--- src/design/gradient_noise_2d_unit_assert.svh ---
// Assertion macros used by the top level of the gradient noise unit.
`ifndef GRADIENT_NOISE_2D_UNIT_ASSERT_SVH
`define GRADIENT_NOISE_2D_UNIT_ASSERT_SVH

// Consequent must hold in the same cycle as the antecedent.
`define GN2D_ASSERT_NOW(label, clk, rst_n, ante, cons, msg) \
  label: assert property (@(posedge clk) disable iff (!rst_n) (ante) |-> (cons)) \
    else $error(msg);

// Consequent must hold in the cycle after the antecedent.
`define GN2D_ASSERT_NEXT(label, clk, rst_n, ante, cons, msg) \
  label: assert property (@(posedge clk) disable iff (!rst_n) (ante) |=> (cons)) \
    else $error(msg);

`endif

--- src/design/gn2d_pkg.sv ---
// Package with the constants, types and permutation table of the gradient noise unit.
package gn2d_pkg;

  // Fixed-point layout of the coordinates and the result.
  localparam int unsigned FRAC_BITS = 16;
  localparam int unsigned COORD_W   = 24;
  localparam int unsigned CELL_W    = 8;
  localparam int unsigned NOISE_W   = 19;
  // Fade result reaches at most one, so it needs one integer bit.
  localparam int unsigned FADE_W    = FRAC_BITS + 1;
  // Corner gradient values lie within minus two to two inclusive, so plus two
  // needs a third integer bit.
  localparam int unsigned GRAD_W    = FRAC_BITS + 3;
  // Register stages from the input to the output register.
  localparam int unsigned N_STAGES  = 5;
  // Stages inside the fade pipeline and the hash pipeline.
  localparam int unsigned FADE_STAGES = 3;
  localparam int unsigned HASH_STAGES = 2;

  typedef logic [CELL_W-1:0]    cell_t;
  typedef logic [FRAC_BITS-1:0] frac_t;
  typedef logic [FADE_W-1:0]    fade_t;
  typedef logic [COORD_W-1:0]   coord_t;
  typedef logic signed [NOISE_W-1:0] noise_t;

  // Diagonal gradient chosen by the two low hash bits.
  typedef enum logic [1:0] {
    GRAD_PX_PZ = 2'd0,
    GRAD_NX_PZ = 2'd1,
    GRAD_PX_NZ = 2'd2,
    GRAD_NX_NZ = 2'd3
  } grad_e;

  // Gradient selections of the four cell corners.
  typedef struct packed {
    grad_e h00;
    grad_e h01;
    grad_e h10;
    grad_e h11;
  } corner_hash_t;

  // Permutation table; it repeats every 256 entries, so 8-bit indexes wrap.
  localparam logic [7:0] PERM [256] = '{
    8'd151, 8'd160, 8'd137, 8'd91,  8'd90,  8'd15,  8'd131, 8'd13,
    8'd201, 8'd95,  8'd96,  8'd53,  8'd194, 8'd233, 8'd7,   8'd225,
    8'd140, 8'd36,  8'd103, 8'd30,  8'd69,  8'd142, 8'd8,   8'd99,
    8'd37,  8'd240, 8'd21,  8'd10,  8'd23,  8'd190, 8'd6,   8'd148,
    8'd247, 8'd120, 8'd234, 8'd75,  8'd0,   8'd26,  8'd197, 8'd62,
    8'd94,  8'd252, 8'd219, 8'd203, 8'd117, 8'd35,  8'd11,  8'd32,
    8'd57,  8'd177, 8'd33,  8'd88,  8'd237, 8'd149, 8'd56,  8'd87,
    8'd174, 8'd20,  8'd125, 8'd136, 8'd171, 8'd168, 8'd68,  8'd175,
    8'd74,  8'd165, 8'd71,  8'd134, 8'd139, 8'd48,  8'd27,  8'd166,
    8'd77,  8'd146, 8'd158, 8'd231, 8'd83,  8'd111, 8'd229, 8'd122,
    8'd60,  8'd211, 8'd133, 8'd230, 8'd220, 8'd105, 8'd92,  8'd41,
    8'd55,  8'd46,  8'd245, 8'd40,  8'd244, 8'd102, 8'd143, 8'd54,
    8'd65,  8'd25,  8'd63,  8'd161, 8'd1,   8'd216, 8'd80,  8'd73,
    8'd209, 8'd76,  8'd132, 8'd187, 8'd208, 8'd89,  8'd18,  8'd169,
    8'd200, 8'd196, 8'd135, 8'd130, 8'd116, 8'd188, 8'd159, 8'd86,
    8'd164, 8'd100, 8'd109, 8'd198, 8'd173, 8'd186, 8'd3,   8'd64,
    8'd52,  8'd217, 8'd226, 8'd250, 8'd124, 8'd123, 8'd5,   8'd202,
    8'd38,  8'd147, 8'd118, 8'd126, 8'd255, 8'd82,  8'd85,  8'd212,
    8'd207, 8'd206, 8'd59,  8'd227, 8'd47,  8'd16,  8'd58,  8'd17,
    8'd182, 8'd189, 8'd28,  8'd42,  8'd223, 8'd183, 8'd170, 8'd213,
    8'd119, 8'd248, 8'd152, 8'd2,   8'd44,  8'd154, 8'd163, 8'd70,
    8'd221, 8'd153, 8'd101, 8'd155, 8'd167, 8'd43,  8'd172, 8'd9,
    8'd129, 8'd22,  8'd39,  8'd253, 8'd19,  8'd98,  8'd108, 8'd110,
    8'd79,  8'd113, 8'd224, 8'd232, 8'd178, 8'd185, 8'd112, 8'd104,
    8'd218, 8'd246, 8'd97,  8'd228, 8'd251, 8'd34,  8'd242, 8'd193,
    8'd238, 8'd210, 8'd144, 8'd12,  8'd191, 8'd179, 8'd162, 8'd241,
    8'd81,  8'd51,  8'd145, 8'd235, 8'd249, 8'd14,  8'd239, 8'd107,
    8'd49,  8'd192, 8'd214, 8'd31,  8'd181, 8'd199, 8'd106, 8'd157,
    8'd184, 8'd84,  8'd204, 8'd176, 8'd115, 8'd121, 8'd50,  8'd45,
    8'd127, 8'd4,   8'd150, 8'd254, 8'd138, 8'd236, 8'd205, 8'd93,
    8'd222, 8'd114, 8'd67,  8'd29,  8'd24,  8'd72,  8'd243, 8'd141,
    8'd128, 8'd195, 8'd78,  8'd66,  8'd215, 8'd61,  8'd156, 8'd180
  };

  // Look up one permutation entry.
  function automatic cell_t perm_lookup(cell_t idx);
    return cell_t'(PERM[idx]);
  endfunction

endpackage

--- src/design/gn2d_lerp.sv ---
// Registered linear blend a + floor((b-a)*w) with a fractional weight.
module gn2d_lerp #(
  parameter int unsigned IN_W  = 18,
  parameter int unsigned OUT_W = 19
) (
  input  logic                    clk_i,
  input  logic                    en_i,
  input  logic signed [IN_W-1:0]  a_i,
  input  logic signed [IN_W-1:0]  b_i,
  input  gn2d_pkg::fade_t         w_i,
  output logic signed [OUT_W-1:0] y_o
);
  import gn2d_pkg::*;

  localparam int unsigned DIFF_W = IN_W + 1;
  localparam int unsigned PROD_W = DIFF_W + FADE_W + 1;

  logic signed [DIFF_W-1:0] diff;
  logic signed [PROD_W-1:0] prod;
  logic signed [PROD_W-1:0] sum;
  logic signed [OUT_W-1:0]  y_d, y_q;

  // The arithmetic shift rounds the scaled difference toward minus infinity.
  always_comb begin
    diff = DIFF_W'(b_i) - DIFF_W'(a_i);
    prod = PROD_W'(diff) * signed'(PROD_W'(w_i));
    sum  = (prod >>> FRAC_BITS) + PROD_W'(a_i);
    y_d  = sum[OUT_W-1:0];
  end

  always_ff @(posedge clk_i) begin
    if (en_i) begin
      y_q <= y_d;
    end
  end

  assign y_o = y_q;

endmodule

--- config.mk ---
export PLATFORM = sky130hd
export DESIGN_NAME = gn2d_lerp
export DESIGN_NICKNAME = d
export VERILOG_FILES = /design/src/design/gradient_noise_2d_unit_assert.svh /design/src/design/gn2d_pkg.sv /design/src/design/gn2d_lerp.sv
export SDC_FILE = /design/constraint.sdc
export NUM_CORES = 1
export LEC_CHECK = 0
export ABC_AREA = 1
export ABC_CLOCK_PERIOD_IN_PS = 11100
export BUFFER_PORTS_ARGS = -buffer_cell sky130_fd_sc_hd__buf_2
export CAP_MARGIN = 15
export CORE_MARGIN = 2
export CORE_UTILIZATION = 60
export CTS_BUF_LIST = sky130_fd_sc_hd__clkbuf_8
export DETAILED_ROUTE_END_ITERATION = 7
export GPL_TIMING_DRIVEN = 1
export PLACE_DENSITY = 0.78
export SLEW_MARGIN = 10
export SYNTH_ARGS = -nofsm -noshare
export SYNTH_HDL_FRONTEND = slang
export SYNTH_SLANG_ARGS = --single-unit
--- constraint.sdc ---
create_clock -name clk_i -period 11.1 [get_ports clk_i]
set_input_delay 1.665 -clock clk_i [delete_from_list [all_inputs] [get_ports clk_i]]
set_output_delay 1.665 -clock clk_i [all_outputs]
set_load 0.01 [all_outputs]
==> summary.txt <==
==================================================================================
Result of the run                                                     complete, no violations
Initial Utilization                                                         60.68%
Number of buffers inserted by post-CTS setup repair                              0
Setup repair after global routing missed its margin                             no
Most used cell, CP                                                    sky130_fd_sc_hd__nand2_1
Leading cell types in the layout, fill and taps excluded              506 x sky130_fd_sc_hd__inv_1, 314 x sky130_fd_sc_hd__fa_1, 288 x sky130_fd_sc_hd__nand2_1
Sequential fraction of the synthesis area                                   4.030%
Cells taking the most area after synthesis                            sky130_fd_sc_hd__fa_1 44%, sky130_fd_sc_hd__inv_1 13%, sky130_fd_sc_hd__ha_1 11%, sky130_fd_sc_hd__nand2_1 7.6%, sky130_fd_sc_hd__nor2_1 5.6%
Std-Cell Core Area                                                    0.02333 mm^2
Remaining antenna violation count after routing                                  0
Buffers added on ports                                                          73
Clock buffers created by TritonCTS                                               3
Detailed-route via count                                                     11850
Drc violations                                                                   0
Horiz. Die Dim                                                            157.6 um
Commonest non-fill, non-tap cell in the layout                        sky130_fd_sc_hd__inv_1
Overall fraction of global-route tracks in use                              34.32%
Sum of negative setup slack                                                   0 ns
Mapped Avg Cell Area                                                    7.900 um^2
Number of antenna repair diodes                                                  0
Cell count after placement                                                    2168
Total overflow reported by the global router                                     0
Most used DFF post-synth                                              sky130_fd_sc_hd__edfxtp_1
Area Overhead vs Synth                                                      5.807%
Ys Warns                                                                         0
Critical-path cell with the highest stage delay                       sky130_fd_sc_hd__fa_1
Count of flip-flops with a built-in enable after synthesis                      19
Placed cell area                                                      0.01492 mm^2
Number of distinct library cells after synthesis                                45
Required time worst endpoint                                              11.13 ns
Worst-Margin Slew                                                        0.7869 ns
Critical path peak fanout                                                       11
Initial antenna violation count                                                  0
HPWL reported at the end of detailed placement                            34.46 mm
Final-report hold violation count                                                0
Buffers plus inverters on the worst setup path                                   9
Post-synthesis cell type with the largest combined area               sky130_fd_sc_hd__fa_1
Number of clock sinks                                                           19
Largest net degree at the start of global routing                               20
Seq cells post-synth                                                            19
Critical path arrival                                                     10.51 ns
Crit-path max cell delay                                                   0.55 ns
Number of rows created at floorplan                                             56
Wire length of the first global-routing pass                              63.95 mm
Share of synthesized flip-flops with an asynchronous set or reset               0%
Clock-pin slew on the worst setup and hold paths                           0.07 ns
Non-filler cells in the finished layout                                       2172
Layout net count                                                              2345
Layout filler cell count                                                      2091
Post-route clock period utilization                                         94.47%
Highest clock frequency the design can meet                            0.09536 GHz
Routability cong.                                                           0.9791
Largest delay contributor family on the critical path                  adder cells
Die height                                                                157.6 um
Clock period minus final worst setup slack                                10.49 ns
Clk Tree Root Cell                                                    sky130_fd_sc_hd__clkbuf_8
Initial drt markers                                                            914
Max_cap viols                                                                    0
Critical Path End Type                                                    register
Synthesized area                                                      0.01416 mm^2
Cells after Synth                                                             1792
Endpoint of the worst hold-timing path                                y_o[0]$_DFFE_PP_
Deepest clock path buffer count                                                  2
Classification of the worst setup path                                primary input to register
Hold buffers post-CTS                                                            0
Die Area                                                              0.02484 mm^2
Final setup violation count                                                      0
Total number of H-tree levels                                                    1
Flip-flop count of the largest register, all copies and words added             19
Worst slew margin relative to its limit                                     46.86%
Hold WC Path Type                                                     primary input to register
Post-layout utilization of the core                                         64.20%
Sort of element at the start of the critical path                     primary input
Number of instances on the worst hold path                                       2
Clock tree from TritonCTS                                                    built
Beginning of the worst hold path                                            a_i[0]
Total non-filler cell area in the finished layout                     0.01498 mm^2
Area fraction of the dominant cell type after synthesis                     44.40%
I/O pin count                                                                   74
WL final                                                                  40.34 mm
Nets in the synthesized netlist                                               2283
Via density per instance                                                     5.456
Drt pass-1 iters                                                                 5
Share of final-layout standard cells stronger than drive strength 1         7.339%
Total count of max-transition violations in the final report                     0
Number of global-route vias before repair                                    12470
Routed len/inst                                                           18.57 um
==================================================================================
per-stage QoR:
stage	hold WS, ns	worst slack, ns
3_5_place_dp	2.021	0.3612
5_1_grt	1.767	0.1163
4_1_cts	1.751	0.5820
3_3_place_gp	2.030	0.4110
2_1_floorplan	1.778	1.551
6_report	1.752	0.6133
cell usage after synthesis, types with 17 or more instances:
cell                         n
sky130_fd_sc_hd__ha_1      122
sky130_fd_sc_hd__edfxtp_1   19
sky130_fd_sc_hd__clkbuf_1   31
sky130_fd_sc_hd__xor2_1     25
sky130_fd_sc_hd__nand2_1   288
sky130_fd_sc_hd__fa_1      314
sky130_fd_sc_hd__inv_1     505
sky130_fd_sc_hd__nor2_1    211
sky130_fd_sc_hd__or2_2      17
sky130_fd_sc_hd__nand3_1    50
sky130_fd_sc_hd__a21oi_1    78
sky130_fd_sc_hd__o21ai_0    35
repair_timing:
| action | CTS | global route |
|---|---|---|
| setup endpoints to repair | 0 | 1 |
| endpoints found under the hold margin | 0 | 0 |
| gates resized for setup | 0 | 4 |
per-layer routing:
layer  GRT usage (%)  wire [um]  part of all wire [%]  up-vias
met5               0          0                     0        -
met4           17.49       2484                   6.2        0
met3           7.200       3941                   9.8      127
met2           55.83      18470                    46      556
met1           43.65      15450                    38     5802
li1                -          -                     -     5365
logic make-up after synthesis:
kind of cell	synth area share, %
XOR/XNOR	2.819
AND/OR/NAND/NOR	16.93
adder cells (fa/ha/maj)	55.18
flip-flops	4.030
AO/OA/AOI/OAI	6.107
buffers and inverters	14.93
cell type report:
cell class / count / area [um^2] / area share (%)
Multi-Input combinational cell: 1220 / 11490 / 76.68
Inverter: 511 / 1918 / 12.80
Sequential cell: 19 / 570.5 / 3.809
Timing Repair Buffer: 99 / 560.5 / 3.742
Tap cell: 319 / 399.1 / 2.665
Clock buffer: 3 / 41.29 / 0.2756
Clock inverter: 1 / 3.754 / 0.02506
how the worst max path moves through the flow:
stage / startpoint / slack (ns) / endpoint / depth (start not counted)
finish: a_i[2] / 0.61 / y_o[18]$_DFFE_PP_ / 44
global route: a_i[2] / 0.12 / y_o[18]$_DFFE_PP_ / 46
CTS: b_i[0] / 0.58 / y_o[18]$_DFFE_PP_ / 39
detailed placement: b_i[0] / 0.36 / y_o[18]$_DFFE_PP_ / 39
global placement: b_i[0] / 0.41 / y_o[18]$_DFFE_PP_ / 39
floorplan: b_i[0] / 1.55 / y_o[18]$_DFFE_PP_ / 43
Power is left out: the tool's default activity adds up to more than one toggle a clock period on the data nets, which glitch-free logic cannot reach.
