`src/design/gradient_noise_2d_unit_assert.svh`:
```
// Assertion macros used by the top level of the gradient noise unit.
`ifndef GRADIENT_NOISE_2D_UNIT_ASSERT_SVH
`define GRADIENT_NOISE_2D_UNIT_ASSERT_SVH

// Consequent must hold in the same cycle as the antecedent.
`define GN2D_ASSERT_NOW(label, clk, rst_n, ante, cons, msg) \
  label: assert property (@(posedge clk) disable iff (!rst_n) (ante) |-> (cons)) \
    else $error(msg);

// Consequent must hold in the cycle after the antecedent.
`define GN2D_ASSERT_NEXT(label, clk, rst_n, ante, cons, msg) \
  label: assert property (@(posedge clk) disable iff (!rst_n) (ante) |=> (cons)) \
    else $error(msg);

`endif

```
`src/design/gn2d_pkg.sv`:
```
// Package with the constants, types and permutation table of the gradient noise unit.
package gn2d_pkg;

  // Fixed-point layout of the coordinates and the result.
  localparam int unsigned FRAC_BITS = 16;
  localparam int unsigned COORD_W   = 24;
  localparam int unsigned CELL_W    = 8;
  localparam int unsigned NOISE_W   = 19;
  // Fade result reaches at most one, so it needs one integer bit.
  localparam int unsigned FADE_W    = FRAC_BITS + 1;
  // Corner gradient values lie within minus two to two inclusive, so plus two
  // needs a third integer bit.
  localparam int unsigned GRAD_W    = FRAC_BITS + 3;
  // Register stages from the input to the output register.
  localparam int unsigned N_STAGES  = 5;
  // Stages inside the fade pipeline and the hash pipeline.
  localparam int unsigned FADE_STAGES = 3;
  localparam int unsigned HASH_STAGES = 2;

  typedef logic [CELL_W-1:0]    cell_t;
  typedef logic [FRAC_BITS-1:0] frac_t;
  typedef logic [FADE_W-1:0]    fade_t;
  typedef logic [COORD_W-1:0]   coord_t;
  typedef logic signed [NOISE_W-1:0] noise_t;

  // Diagonal gradient chosen by the two low hash bits.
  typedef enum logic [1:0] {
    GRAD_PX_PZ = 2'd0,
    GRAD_NX_PZ = 2'd1,
    GRAD_PX_NZ = 2'd2,
    GRAD_NX_NZ = 2'd3
  } grad_e;

  // Gradient selections of the four cell corners.
  typedef struct packed {
    grad_e h00;
    grad_e h01;
    grad_e h10;
    grad_e h11;
  } corner_hash_t;

  // Permutation table; it repeats every 256 entries, so 8-bit indexes wrap.
  localparam logic [7:0] PERM [256] = '{
    8'd151, 8'd160, 8'd137, 8'd91,  8'd90,  8'd15,  8'd131, 8'd13,
    8'd201, 8'd95,  8'd96,  8'd53,  8'd194, 8'd233, 8'd7,   8'd225,
    8'd140, 8'd36,  8'd103, 8'd30,  8'd69,  8'd142, 8'd8,   8'd99,
    8'd37,  8'd240, 8'd21,  8'd10,  8'd23,  8'd190, 8'd6,   8'd148,
    8'd247, 8'd120, 8'd234, 8'd75,  8'd0,   8'd26,  8'd197, 8'd62,
    8'd94,  8'd252, 8'd219, 8'd203, 8'd117, 8'd35,  8'd11,  8'd32,
    8'd57,  8'd177, 8'd33,  8'd88,  8'd237, 8'd149, 8'd56,  8'd87,
    8'd174, 8'd20,  8'd125, 8'd136, 8'd171, 8'd168, 8'd68,  8'd175,
    8'd74,  8'd165, 8'd71,  8'd134, 8'd139, 8'd48,  8'd27,  8'd166,
    8'd77,  8'd146, 8'd158, 8'd231, 8'd83,  8'd111, 8'd229, 8'd122,
    8'd60,  8'd211, 8'd133, 8'd230, 8'd220, 8'd105, 8'd92,  8'd41,
    8'd55,  8'd46,  8'd245, 8'd40,  8'd244, 8'd102, 8'd143, 8'd54,
    8'd65,  8'd25,  8'd63,  8'd161, 8'd1,   8'd216, 8'd80,  8'd73,
    8'd209, 8'd76,  8'd132, 8'd187, 8'd208, 8'd89,  8'd18,  8'd169,
    8'd200, 8'd196, 8'd135, 8'd130, 8'd116, 8'd188, 8'd159, 8'd86,
    8'd164, 8'd100, 8'd109, 8'd198, 8'd173, 8'd186, 8'd3,   8'd64,
    8'd52,  8'd217, 8'd226, 8'd250, 8'd124, 8'd123, 8'd5,   8'd202,
    8'd38,  8'd147, 8'd118, 8'd126, 8'd255, 8'd82,  8'd85,  8'd212,
    8'd207, 8'd206, 8'd59,  8'd227, 8'd47,  8'd16,  8'd58,  8'd17,
    8'd182, 8'd189, 8'd28,  8'd42,  8'd223, 8'd183, 8'd170, 8'd213,
    8'd119, 8'd248, 8'd152, 8'd2,   8'd44,  8'd154, 8'd163, 8'd70,
    8'd221, 8'd153, 8'd101, 8'd155, 8'd167, 8'd43,  8'd172, 8'd9,
    8'd129, 8'd22,  8'd39,  8'd253, 8'd19,  8'd98,  8'd108, 8'd110,
    8'd79,  8'd113, 8'd224, 8'd232, 8'd178, 8'd185, 8'd112, 8'd104,
    8'd218, 8'd246, 8'd97,  8'd228, 8'd251, 8'd34,  8'd242, 8'd193,
    8'd238, 8'd210, 8'd144, 8'd12,  8'd191, 8'd179, 8'd162, 8'd241,
    8'd81,  8'd51,  8'd145, 8'd235, 8'd249, 8'd14,  8'd239, 8'd107,
    8'd49,  8'd192, 8'd214, 8'd31,  8'd181, 8'd199, 8'd106, 8'd157,
    8'd184, 8'd84,  8'd204, 8'd176, 8'd115, 8'd121, 8'd50,  8'd45,
    8'd127, 8'd4,   8'd150, 8'd254, 8'd138, 8'd236, 8'd205, 8'd93,
    8'd222, 8'd114, 8'd67,  8'd29,  8'd24,  8'd72,  8'd243, 8'd141,
    8'd128, 8'd195, 8'd78,  8'd66,  8'd215, 8'd61,  8'd156, 8'd180
  };

  // Look up one permutation entry.
  function automatic cell_t perm_lookup(cell_t idx);
    return cell_t'(PERM[idx]);
  endfunction

endpackage

```
`src/design/gn2d_fade.sv`:
```
// Three-stage pipeline computing the quintic fade 6t^5-15t^4+10t^3 of a fraction.
module gn2d_fade (
  input  logic                                clk_i,
  input  logic [gn2d_pkg::FADE_STAGES-1:0]    en_i,
  input  gn2d_pkg::frac_t                     t_i,
  output gn2d_pkg::fade_t                     u_o
);
  import gn2d_pkg::*;

  // Width of the signed linear term 6t - 15 and of the quadratic term.
  localparam int unsigned LIN_W   = FRAC_BITS + 6;
  localparam int unsigned PROD_W  = 2 * LIN_W;
  // The inner polynomial reaches at most ten, so four integer bits do.
  localparam int unsigned INNER_W = FRAC_BITS + 4;
  localparam logic signed [LIN_W-1:0]  FIFTEEN_ONE = LIN_W'(15) << FRAC_BITS;
  localparam logic signed [PROD_W-1:0] TEN_ONE     = PROD_W'(10) << FRAC_BITS;

  logic signed [LIN_W-1:0]    t_s;
  logic signed [LIN_W-1:0]    lin;
  logic signed [PROD_W-1:0]   quad_prod;
  logic signed [PROD_W-1:0]   inner_sum;
  logic [2*FRAC_BITS-1:0]     sq_prod;
  logic [2*FRAC_BITS-1:0]     cube_prod;
  logic [INNER_W+FRAC_BITS-1:0] fade_prod;

  frac_t                t1_q, t2_q, t3_d, t3_q;
  logic [INNER_W-1:0]   inner_d, inner1_q, inner2_q;
  frac_t                t_sq_d;
  fade_t                u_d, u_q;

  // First stage: t squared and the inner polynomial t*(6t-15)+10.
  always_comb begin
    t_s       = signed'(LIN_W'(t_i));
    lin       = (t_s <<< 2) + (t_s <<< 1) - FIFTEEN_ONE;
    quad_prod = PROD_W'(t_s) * PROD_W'(lin);
    inner_sum = (quad_prod >>> FRAC_BITS) + TEN_ONE;
    inner_d   = inner_sum[INNER_W-1:0];
    sq_prod   = (2*FRAC_BITS)'(t_i) * (2*FRAC_BITS)'(t_i);
    t_sq_d    = sq_prod[2*FRAC_BITS-1:FRAC_BITS];
  end

  always_ff @(posedge clk_i) begin
    if (en_i[0]) begin
      t1_q     <= t_i;
      t2_q     <= t_sq_d;
      inner1_q <= inner_d;
    end
  end

  // Second stage: t cubed.
  always_comb begin
    cube_prod = (2*FRAC_BITS)'(t2_q) * (2*FRAC_BITS)'(t1_q);
    t3_d      = cube_prod[2*FRAC_BITS-1:FRAC_BITS];
  end

  always_ff @(posedge clk_i) begin
    if (en_i[1]) begin
      t3_q     <= t3_d;
      inner2_q <= inner1_q;
    end
  end

  // Third stage: t cubed times the inner polynomial.
  always_comb begin
    fade_prod = (INNER_W+FRAC_BITS)'(t3_q) * (INNER_W+FRAC_BITS)'(inner2_q);
    u_d       = fade_prod[FRAC_BITS+FADE_W-1:FRAC_BITS];
  end

  always_ff @(posedge clk_i) begin
    if (en_i[2]) begin
      u_q <= u_d;
    end
  end

  assign u_o = u_q;

endmodule

```
`config.mk`:
```
export PLATFORM = sky130hd
export DESIGN_NAME = gn2d_fade
export DESIGN_NICKNAME = d
export VERILOG_FILES = /design/src/design/gradient_noise_2d_unit_assert.svh /design/src/design/gn2d_pkg.sv /design/src/design/gn2d_fade.sv
export SDC_FILE = /design/constraint.sdc
export NUM_CORES = 2
export LEC_CHECK = 0
export BUFFER_PORTS_ARGS = -buffer_cell sky130_fd_sc_hd__clkbuf_2
export CAP_MARGIN = 30
export CORE_ASPECT_RATIO = 0.5
export CORE_UTILIZATION = 59
export DETAILED_ROUTE_END_ITERATION = 10
export PLACE_DENSITY = 0.84
export SLEW_MARGIN = 15
export SYNTH_ARGS = -nofsm -noshare
export SYNTH_HDL_FRONTEND = slang
export SYNTH_SLANG_ARGS = --single-unit
```
`constraint.sdc`:
```
create_clock -name clk_i -period 16.14 [get_ports clk_i]
set_input_delay 3.228 -clock clk_i [delete_from_list [all_inputs] [get_ports clk_i]]
set_output_delay 3.228 -clock clk_i [all_outputs]
set_load 0.01 [all_outputs]
```
==> impl_metrics.json <==
{
  "cts_tree": "built",
  "start_util": 0.604,
  "r2r_slack_ps": 8740,
  "grt_max_degree": 53,
  "antenna_cells": 0,
  "drtIter0Drc": 2220,
  "worstReg2RegEnd": "t3_q[15]",
  "grt_use_total": 0.290,
  "crit_start": "t_i[4]",
  "num_rows": 65,
  "port_buffers": 36,
  "drc": 0,
  "cp.arrival_ps": 13520,
  "clk_pin_slew_ps": 90,
  "final_area_mm2": 0.0399,
  "cts.repair.resized": 0,
  "final_common_cell": "inv_1",
  "synthTopCellsByArea": "fa_1 (46%), ha_1 (14%), inv_1 (11%)",
  "grt_pass1_wl_mm": 151,
  "cts.sinks": 105,
  "wl_mm": 90.6,
  "synthFlopType": "edfxtp_1",
  "crit_path_start_kind": "input port",
  "setup_viol": 0,
  "crit_type": "in2reg",
  "cts_setup_buffers": 0,
  "final_cell_mix": "inv_1 (1,092), fa_1 (893), nand2_1 (593)",
  "hp-start": "inner1_q[14]",
  "placed_area_mm2": 0.0395,
  "core_mm2": 0.0638,
  "clockBufferDepth": 2,
  "multi_input_comb_area_mm2": 0.0308,
  "fp.dieH_um": 183,
  "synth_area_mm2": 0.0385,
  "areaGrowthSynthToFinish_pct": 3.47,
  "vias": 26949,
  "layout-drive-gt1-share": 0.0279,
  "outcome": "complete, no violations",
  "ant_nets": 0,
  "worst_pin_slew_ps": 953,
  "vias_per_cell": 5.52,
  "cp-end-kind": "flop",
  "root_buffer": "clkbuf_16",
  "finalHoldViolations": 0,
  "ys_types": 58,
  "regArea_mm2": 0.00315,
  "drtPass1Iterations": 6,
  "antenna_found_initial": 0,
  "grt_overflow": 0,
  "n_fill_cell": 4928,
  "min_period_ps": 13390,
  "min_path_type": "reg2reg",
  "ys_ff_latch": 105,
  "drv_cap": 0,
  "dieArea_mm2": 0.0664,
  "slowest_delay_ps": 570,
  "routedWlPerCell_um": 18.6,
  "insertion_delay_ps": 380,
  "clock_skew_ps": 16.8,
  "hpwl_mm": 71.8,
  "synth_area_leader_cell": "fa_1",
  "synth_fp_nets": 5415,
  "cts_made_buffers": 9,
  "yosysWarnings": 0,
  "die_w_um": 363,
  "async_reset_ff_frac": 0,
  "avgSynthCellArea_um2": 9.46,
  "htreeDepth": 3,
  "slew_headroom": 0.362,
  "r2r_cells": 24,
  "io_pins": 37,
  "required_ps": 16270,
  "finalCritPeriodShare": 0.829,
  "setup_tns_ps": 0,
  "slowest_stage": "fa_1",
  "max_freq_mhz": 74.7,
  "hold_path_depth": 0,
  "r2r_start": "t2_q[9]",
  "holdPathEnd": "inner2_q[14]",
  "grt_pass1_vias": 30460,
  "synth_cells": 4074,
  "maxSlewViolCount": 0,
  "seq_area_frac_synth": 0.0818,
  "nets": 5348,
  "synth-edff-count": 105,
  "gp_congestion": 0.937,
  "cts_hold_buf": 0,
  "synth_top_cell_area_share": 0.464,
  "crit_path_max_fanout": 29,
  "rsz0062_at_grt": "no"
}
## state kept, by name, summed over array words and instances, names as in the netlist
register and cells:
inner1_q 20, inner2_q 20, u_o 17, t1_q 16
t2_q 16, t3_q 16
## layer usage
metal  vias to the layer above  share of wire  track usage  wire length [um]
met5                         -              0            0                 0
met4                         0          0.029       0.0911              2600
met3                       238           0.10       0.0606              9240
met2                      1281           0.48        0.490             43900
met1                     13710           0.39        0.375             34900
li1                      11720              -            -                 -
## kinds of logic after synthesis
logic type	count (synthesis)	synth area share
simple gates	1116	0.137
compound gates	177	0.0303
xor+xnor	114	0.0261
mux	2	0.000585
buf+inv	1239	0.121
fa+ha+maj	1321	0.603
flops	105	0.0818
## critical path: cells and delay by family
kind                     cells  cell delay [ps]
AND/OR/NAND/NOR              7              620
XOR/XNOR                     7             1340
AO/OA/AOI/OAI               13             2620
adder cells (fa/ha/maj)     10             4350
buffers and inverters        8             1340
## how the worst max path moves through the flow
stage                   endpoint  cells after the start  slack, ps
finish              inner1_q[19]                     45       2750
global route        inner1_q[19]                     45       2190
CTS                 inner1_q[19]                     39       2820
detailed placement  inner1_q[19]                     39       2430
global placement    inner1_q[19]                     39       2790
floorplan           inner1_q[19]                     43       3540
## cell usage after synthesis, types with 3 or more instances
library cell     n
nand3_1         12
a211o_1          4
a21oi_1         65
nor2b_1         19
buf_6            3
nor2_1          84
xor2_1          44
a211oi_1         4
a21o_1          19
buf_2            3
o21ai_0         28
inv_1         1092
clkinv_1         3
nor3_1          17
and2_1         345
o211ai_1         4
o21a_1          11
edfxtp_1       105
nor4_1           4
nand4_1          9
nand2_1        593
or2_2            3
buf_1            3
xnor2_1         69
and3_1          10
clkbuf_1       135
o21ai_1          4
o21ai_2          3
nand2b_1        11
a221o_1          4
ha_1           428
fa_1           893
a21oi_2          5
a31oi_1          4
## layout make-up
type                            instances  area share
Tap cell                              871      0.0273
Clock inverter                          7     0.00242
Multi-Input combinational cell       2730       0.772
Sequential cell                       105      0.0791
Timing Repair Buffer                   66      0.0108
Clock buffer                            9     0.00565
Inverter                             1095       0.103
## per-stage QoR
stage	std cells	worst slack (ps)	util	hold WS, ps
floorplan	4074	3540	-	400
global placement	4860	2790	0.619	400
detailed placement	4863	2430	0.619	405
CTS	4879	2820	0.624	425
global route	4883	2190	0.625	430
finish	4883	2750	0.625	423
Power is left out: the tool's default activity adds up to more than one toggle a clock period on the data nets, which glitch-free logic cannot reach.
